`src/hw/rtl/polynomial_atan2_assert.svh`:
```
// Assertion macros for the polynomial arctangent block.
`ifndef POLYNOMIAL_ATAN2_ASSERT_SVH
`define POLYNOMIAL_ATAN2_ASSERT_SVH
`ifndef ASSERT_OFF
`define PA_ASSERT(lbl, clk, rstn, prop) \
  lbl: assert property (@(posedge clk) disable iff (!rstn) (prop)) else $error("%m failed");
`define PA_ASSERT_RST(lbl, clk, rstn, prop) \
  lbl: assert property (@(posedge clk) (!rstn) |-> (prop)) else $error("%m failed in reset");
`else
`define PA_ASSERT(lbl, clk, rstn, prop)
`define PA_ASSERT_RST(lbl, clk, rstn, prop)
`endif
`endif

```
`src/hw/rtl/pa_pkg.sv`:
```
// Shared constants and types of the polynomial arctangent block.
package pa_pkg;
  localparam int QS = 30;
  localparam logic signed [31:0] COEF_C0 = -32'sd14474544;
  localparam logic signed [31:0] COEF_C1 = 32'sd61715796;
  localparam logic signed [31:0] COEF_C2 = -32'sd130179461;
  localparam logic signed [31:0] COEF_C3 = 32'sd210062475;
  localparam logic signed [31:0] COEF_C4 = -32'sd357550226;
  localparam logic signed [31:0] COEF_C5 = 32'sd1073737132;
  localparam logic signed [33:0] HALF_PI_Q = 34'sd1686629713;
  localparam logic signed [33:0] PI_Q = 34'sd3373259427;

  // Flags carried alongside each request through the pipeline.
  typedef struct packed {
    logic zero;
    logic swap;
    logic x_neg;
    logic y_neg;
  } flags_t;

  // Q2.30 product rounded to nearest, ties away from zero.
  function automatic logic signed [31:0] qmul(logic signed [31:0] a,
                                              logic signed [31:0] b);
    logic signed [63:0] p;
    logic [63:0] m;
    logic [63:0] s;
    p = 64'(a) * 64'(b);
    m = p[63] ? (64'd0 - 64'(p)) : 64'(p);
    s = (m + (64'd1 << (QS - 1))) >> QS;
    return p[63] ? (32'd0 - s[31:0]) : s[31:0];
  endfunction
endpackage

```
`src/hw/rtl/pa_divider.sv`:
```
// Pipelined restoring divider forming the Q2.30 ratio lo/hi, one quotient bit per stage.
module pa_divider #(
  parameter int CW = 16
) (
  input  logic          clk_i,
  input  logic          rst_ni,
  input  logic          en_i,
  input  logic          valid_i,
  input  logic [CW-1:0] lo_i,
  input  logic [CW-1:0] hi_i,
  input  pa_pkg::flags_t flags_i,
  output logic          valid_o,
  output logic [31:0]   ratio_o,
  output pa_pkg::flags_t flags_o
);
  localparam int NS = 31;
  localparam int RW = CW + 1;

  // Stage s settles quotient bit 30-s; register set s holds its result.
  logic [NS-1:0]          v_q;
  logic [RW-1:0]          rem_q [NS];
  logic [CW-1:0]          den_q [NS];
  logic [30:0]            quo_q [NS];
  pa_pkg::flags_t         fl_q  [NS];

  logic [RW-1:0]          rem_d [NS];
  logic [CW-1:0]          den_d [NS];
  logic [30:0]            quo_d [NS];

  // The numerator is lo*2^30 + hi/2. The first stage takes lo together with the one bit
  // of hi/2 that can reach the integer position; each later stage brings down one bit of hi/2.
  always_comb begin
    int pv;
    logic [63:0] den_w;
    logic [RW:0] sh;
    logic [RW:0] df;
    logic [30:0] quo;
    logic [CW-1:0] den;
    for (int s = 0; s < NS; s++) begin
      pv = (s == 0) ? 0 : s - 1;
      if (s == 0) begin
        den = hi_i;
        quo = '0;
      end else begin
        den = den_q[pv];
        quo = quo_q[pv];
      end
      den_w = 64'(den);
      sh = (s == 0) ? ((RW+1)'(lo_i) + (RW+1)'(den_w[31])) : {rem_q[pv], den_w[31-s]};
      df = sh - (RW+1)'(den);
      den_d[s] = den;
      quo_d[s] = {quo[29:0], ~df[RW]};
      rem_d[s] = df[RW] ? sh[RW-1:0] : df[RW-1:0];
    end
  end

  always_ff @(posedge clk_i or negedge rst_ni) begin
    if (!rst_ni) begin
      v_q <= '0;
    end else if (en_i) begin
      v_q <= {v_q[NS-2:0], valid_i};
    end
  end

  always_ff @(posedge clk_i) begin
    if (en_i) begin
      for (int s = 0; s < NS; s++) begin
        rem_q[s] <= rem_d[s];
        den_q[s] <= den_d[s];
        quo_q[s] <= quo_d[s];
        fl_q[s]  <= (s == 0) ? flags_i : fl_q[(s == 0) ? 0 : s-1];
      end
    end
  end

  logic unused;
  assign unused = ^{rem_q[NS-1], den_q[NS-1]};
  assign valid_o = v_q[NS-1];
  assign ratio_o = {1'b0, quo_q[NS-1]};
  assign flags_o = fl_q[NS-1];
endmodule

```
`config.mk`:
```
export PLATFORM = sky130hd
export DESIGN_NAME = pa_divider
export DESIGN_NICKNAME = d
export VERILOG_FILES = /design/src/hw/rtl/polynomial_atan2_assert.svh /design/src/hw/rtl/pa_pkg.sv /design/src/hw/rtl/pa_divider.sv
export SDC_FILE = /design/constraint.sdc
export NUM_CORES = 2
export LEC_CHECK = 0
export BUFFER_PORTS_ARGS = -buffer_cell sky130_fd_sc_hd__buf_2
export CORE_MARGIN = 3
export CORE_UTILIZATION = 47
export DETAILED_ROUTE_END_ITERATION = 10
export GPL_TIMING_DRIVEN = 1
export HOLD_SLACK_MARGIN = 0.1
export PLACE_DENSITY = 0.68
export SYNTH_ARGS = -nofsm -noshare
export SYNTH_HDL_FRONTEND = slang
export SYNTH_SLANG_ARGS = --single-unit
```
`constraint.sdc`:
```
create_clock -name clk_i -period 3.28 [get_ports clk_i]
set_input_delay 0.492 -clock clk_i [delete_from_list [all_inputs] [get_ports clk_i]]
set_output_delay 0.492 -clock clk_i [all_outputs]
set_load 0.02 [all_outputs]
```
==> results.sh <==
export IMPL_critPathKind="register to register"
export IMPL_synth_nets=6607
export IMPL_ir_drop_mv=0.543
export IMPL_max_slew_margin_rel_pct=46.1
export IMPL_vias=46900
export IMPL_endpoint_kind="register"
export IMPL_max_freq_mhz=323
export IMPL_crit_arrival_ps=3630
export IMPL_grtUsageMet1_pct=22.1
export IMPL_power_density_nw_per_um2=1010
export IMPL_met2_usage_pct=27.9
export IMPL_status="finished, final reports clean"
export IMPL_tns_ps=0
export IMPL_crit_fanout=15
export IMPL_worst_pin_slew_ps=804
export IMPL_first_iter_violations=3361
export IMPL_cts_sinks=1640
export IMPL_syn_inst=6057
export IMPL_min_path_type="input pin to register"
export IMPL_fin_crit_sh_pct=94.4
export IMPL_wire_per_inst_um=16.7
export IMPL_critPathLaunchType="register"
export IMPL_cts_max_level=4
export IMPL_drtPass1Iterations=5
export IMPL_antenna_cells=0
export IMPL_fill_cells=13700
export IMPL_die_w_um=417
export IMPL_die_h_um=417
export IMPL_synth_simple_gate_area_share_pct=6.38
export IMPL_synth_warnings=0
export IMPL_hold_viol=0
export IMPL_place_detailed_hpwl_um=103000
export IMPL_routed_wl_um=146000
export IMPL_drc_errors=0
export IMPL_drive_above_1_share_pct=9.12
export IMPL_gp_congestion=0.884
export IMPL_std_cell_rows=150
export IMPL_track_usage_pct=16.7
export IMPL_totalPowerFinal_mw=90.5
export IMPL_start_util_pct=47.4
export IMPL_fin_skew_ps=32.6
export IMPL_clk_pin_slew_ps=60
export IMPL_synth_compound_area_share_pct=12.2
export IMPL_synthAdderAreaFrac_pct=8.32
export IMPL_first_global_vias=46500
export IMPL_final_nets=6945
export IMPL_synth_xor_xnor_area_share_pct=4.35
export IMPL_synth_edf_count=1609
export IMPL_synth_top_area_share_pct=60.9
export IMPL_max_cap_viol_count=0
export IMPL_syn_cell_area_um2=79400
export IMPL_met3_usage_pct=2.65
export IMPL_period_minus_slack_ps=3100
export IMPL_ant_nets=0
export IMPL_grt_start_max_net_pins=127
export IMPL_critPathRequiredTime_ps=3810
export IMPL_setup_viol=0
export IMPL_busiest_layer="met2"
export IMPL_power_leakage_nw=35.8
export IMPL_core_area_um2=167000
export IMPL_yosysSeqAreaShare_pct=61.8
export IMPL_placed_area_um2=83600
export IMPL_netlist_top_cells_area="edfxtp_1, ha_1, xnor2_1, inv_1, a21oi_1"
export IMPL_synthFlopType="edfxtp_1"
export IMPL_synth_mux_area_share_pct=3.34
export IMPL_ff2ff_setup_slack_ps=180
export IMPL_yosys_register_bits=1640
export IMPL_clk_insertion_delay_late_ps=810
export IMPL_synth_distinct_cells=87
export IMPL_clockBufferDepth=3
export IMPL_cts_tree="done"
export IMPL_cts_buffers_inserted=179
export IMPL_antenna_found_initial=1
export IMPL_routed_via_density=5.36
export IMPL_synth_async_sr_flop_share_pct=1.89
export IMPL_synth_top_area_cell="edfxtp_1"
export IMPL_syn_avg_cell_area_um2=13.1
export IMPL_timing_final_max_slew_violations=0
export IMPL_gr_total_overflow=0
export IMPL_dieArea_um2=174000
export IMPL_stdcell_area_um2=90000
export IMPL_root_buffer="clkbuf_16"
export IMPL_grt_pass1_wl_um=237000
export IMPL_syn_to_final_growth_pct=13.3
export IMPL_rsz0062_at_grt="false"
export IMPL_io_pins=77
export IMPL_port_buffers=75
export IMPL_synth_top_family_by_area="compound AO/OA/AOI/OAI gates"
[kinds of logic after synthesis]
group	Yosys count
mux	239
fa+ha+maj	510
buf+inv	724
other cells	1
simple gates	1061
compound gates	1492
flops	1640
xor+xnor	390
[synthesized netlist by cell type (18+ instances only)]
| cell type | count |
|---|---|
| xnor2_1 | 269 |
| o31ai_1 | 34 |
| ha_1 | 480 |
| dfrtp_1 | 31 |
| mux2i_1 | 35 |
| a31oi_1 | 55 |
| o31a_1 | 34 |
| o21a_1 | 111 |
| a21oi_1 | 454 |
| o211ai_1 | 27 |
| mux2_2 | 60 |
| o21ai_0 | 189 |
| xor2_1 | 117 |
| fa_1 | 30 |
| a41oi_1 | 22 |
| nand3_1 | 119 |
| nor2b_1 | 75 |
| buf_2 | 39 |
| clkbuf_1 | 40 |
| mux2_1 | 143 |
| nor3_1 | 61 |
| o21ai_1 | 69 |
| a211o_1 | 24 |
| a211oi_1 | 41 |
| nand2b_1 | 86 |
| nor2_1 | 369 |
| edfxtp_1 | 1609 |
| a21o_1 | 222 |
| o21bai_1 | 60 |
| or3_1 | 18 |
| o2111ai_1 | 28 |
| nand2_1 | 205 |
| and3_1 | 48 |
| inv_1 | 619 |
[per-layer routing]
| metal | vias to the layer above | share of wire (%) |
|---|---|---|
| met5 | - | 0.0069 |
| met4 | 2 | 3.1 |
| li1 | 23200 | - |
| met3 | 281 | 4.2 |
| met1 | 22500 | 45 |
| met2 | 946 | 47 |
[area by class of cell]
class	instances	area (um2)	area share, %
clock buffer	207	4630	5.14
clock inverter	126	1290	1.44
inverter	624	2340	2.60
multi-input combinational	3693	27700	30.8
sequential	1640	49100	54.6
tap	2204	2760	3.07
timing repair buffer	257	2150	2.39
[path summary, 6_finish.rpt]
| path | start | to | cells after the start |
|---|---|---|---|
| setup reg to reg | rem_q[1][209] | rem_q[1][237] | 9 |
| hold reg to reg | quo_q[0][217] | quo_q[0][249] | 0 |
| min in group asynchronous | rst_ni | v_q[0] | 2 |
| setup / recovery | rem_q[1][209] | rem_q[1][237] | 9 |
| hold / removal | en_i | fl_q[0][46] | 1 |
| max in group asynchronous | rst_ni | v_q[12] | 2 |
[cell usage in the layout (no fill, tap or decap), types with 61 or more instances in the layout]
cell type,n
nor2b_1,75
clkbuf_16,181
o21ai_0,189
mux2_1,143
buf_2,74
nand2b_1,86
nor2_1,369
nand3_1,119
a21o_1,222
inv_1,619
ha_1,480
o21ai_1,69
a21oi_1,453
nor3_1,61
o21a_1,111
buf_4,120
xnor2_1,250
xor2_1,115
edfxtp_1,1609
nand2_1,205
[what timing repair did]
item	in CTS	in global routing
setup endpoints to repair	0	35
setup buffers	0	1
endpoints found under the hold margin	68	0
hold buffers	38	0
gates resized for setup	0	7
[worst max-delay path, cell delays in order (launching register included)]
cell and delay, ps:
edfxtp_1 410, ha_1 350, a21o_1 230, or3_1 320, o21bai_1 270, o2111ai_1 180, a21oi_1 260, xnor2_2 340
o211ai_1 260, xnor2_1 210
[metrics by stage]
step / setup WS [ps] / cells / util (%) / hold WS (ps)
3_5_place_dp: 61.4 / 8379 / 49.9 / 405
2_1_floorplan: 399 / 6057 / - / 196
4_1_cts: 119 / 8750 / 53.7 / 129
3_3_place_gp: 98.7 / 8379 / 49.9 / 400
6_report: 183 / 8751 / 53.7 / 198
5_1_grt: 0.326 / 8751 / 53.7 / 153
[where the power goes]
group	total (mW)	internal [mW]	leakage (nW)	switching, mW
combinational	37.1	16.8	16.9	20.3
sequential	33.5	30.6	16.1	2.93
clock	19.9	11.7	2.86	8.20
[sequential cells by signal (all words and copies together) (netlist names)]
signal and flops:
den_q 480, fl_q 124, quo_q 496, rem_q 509, v_q 31
Power figures use the tool's default switching activity.
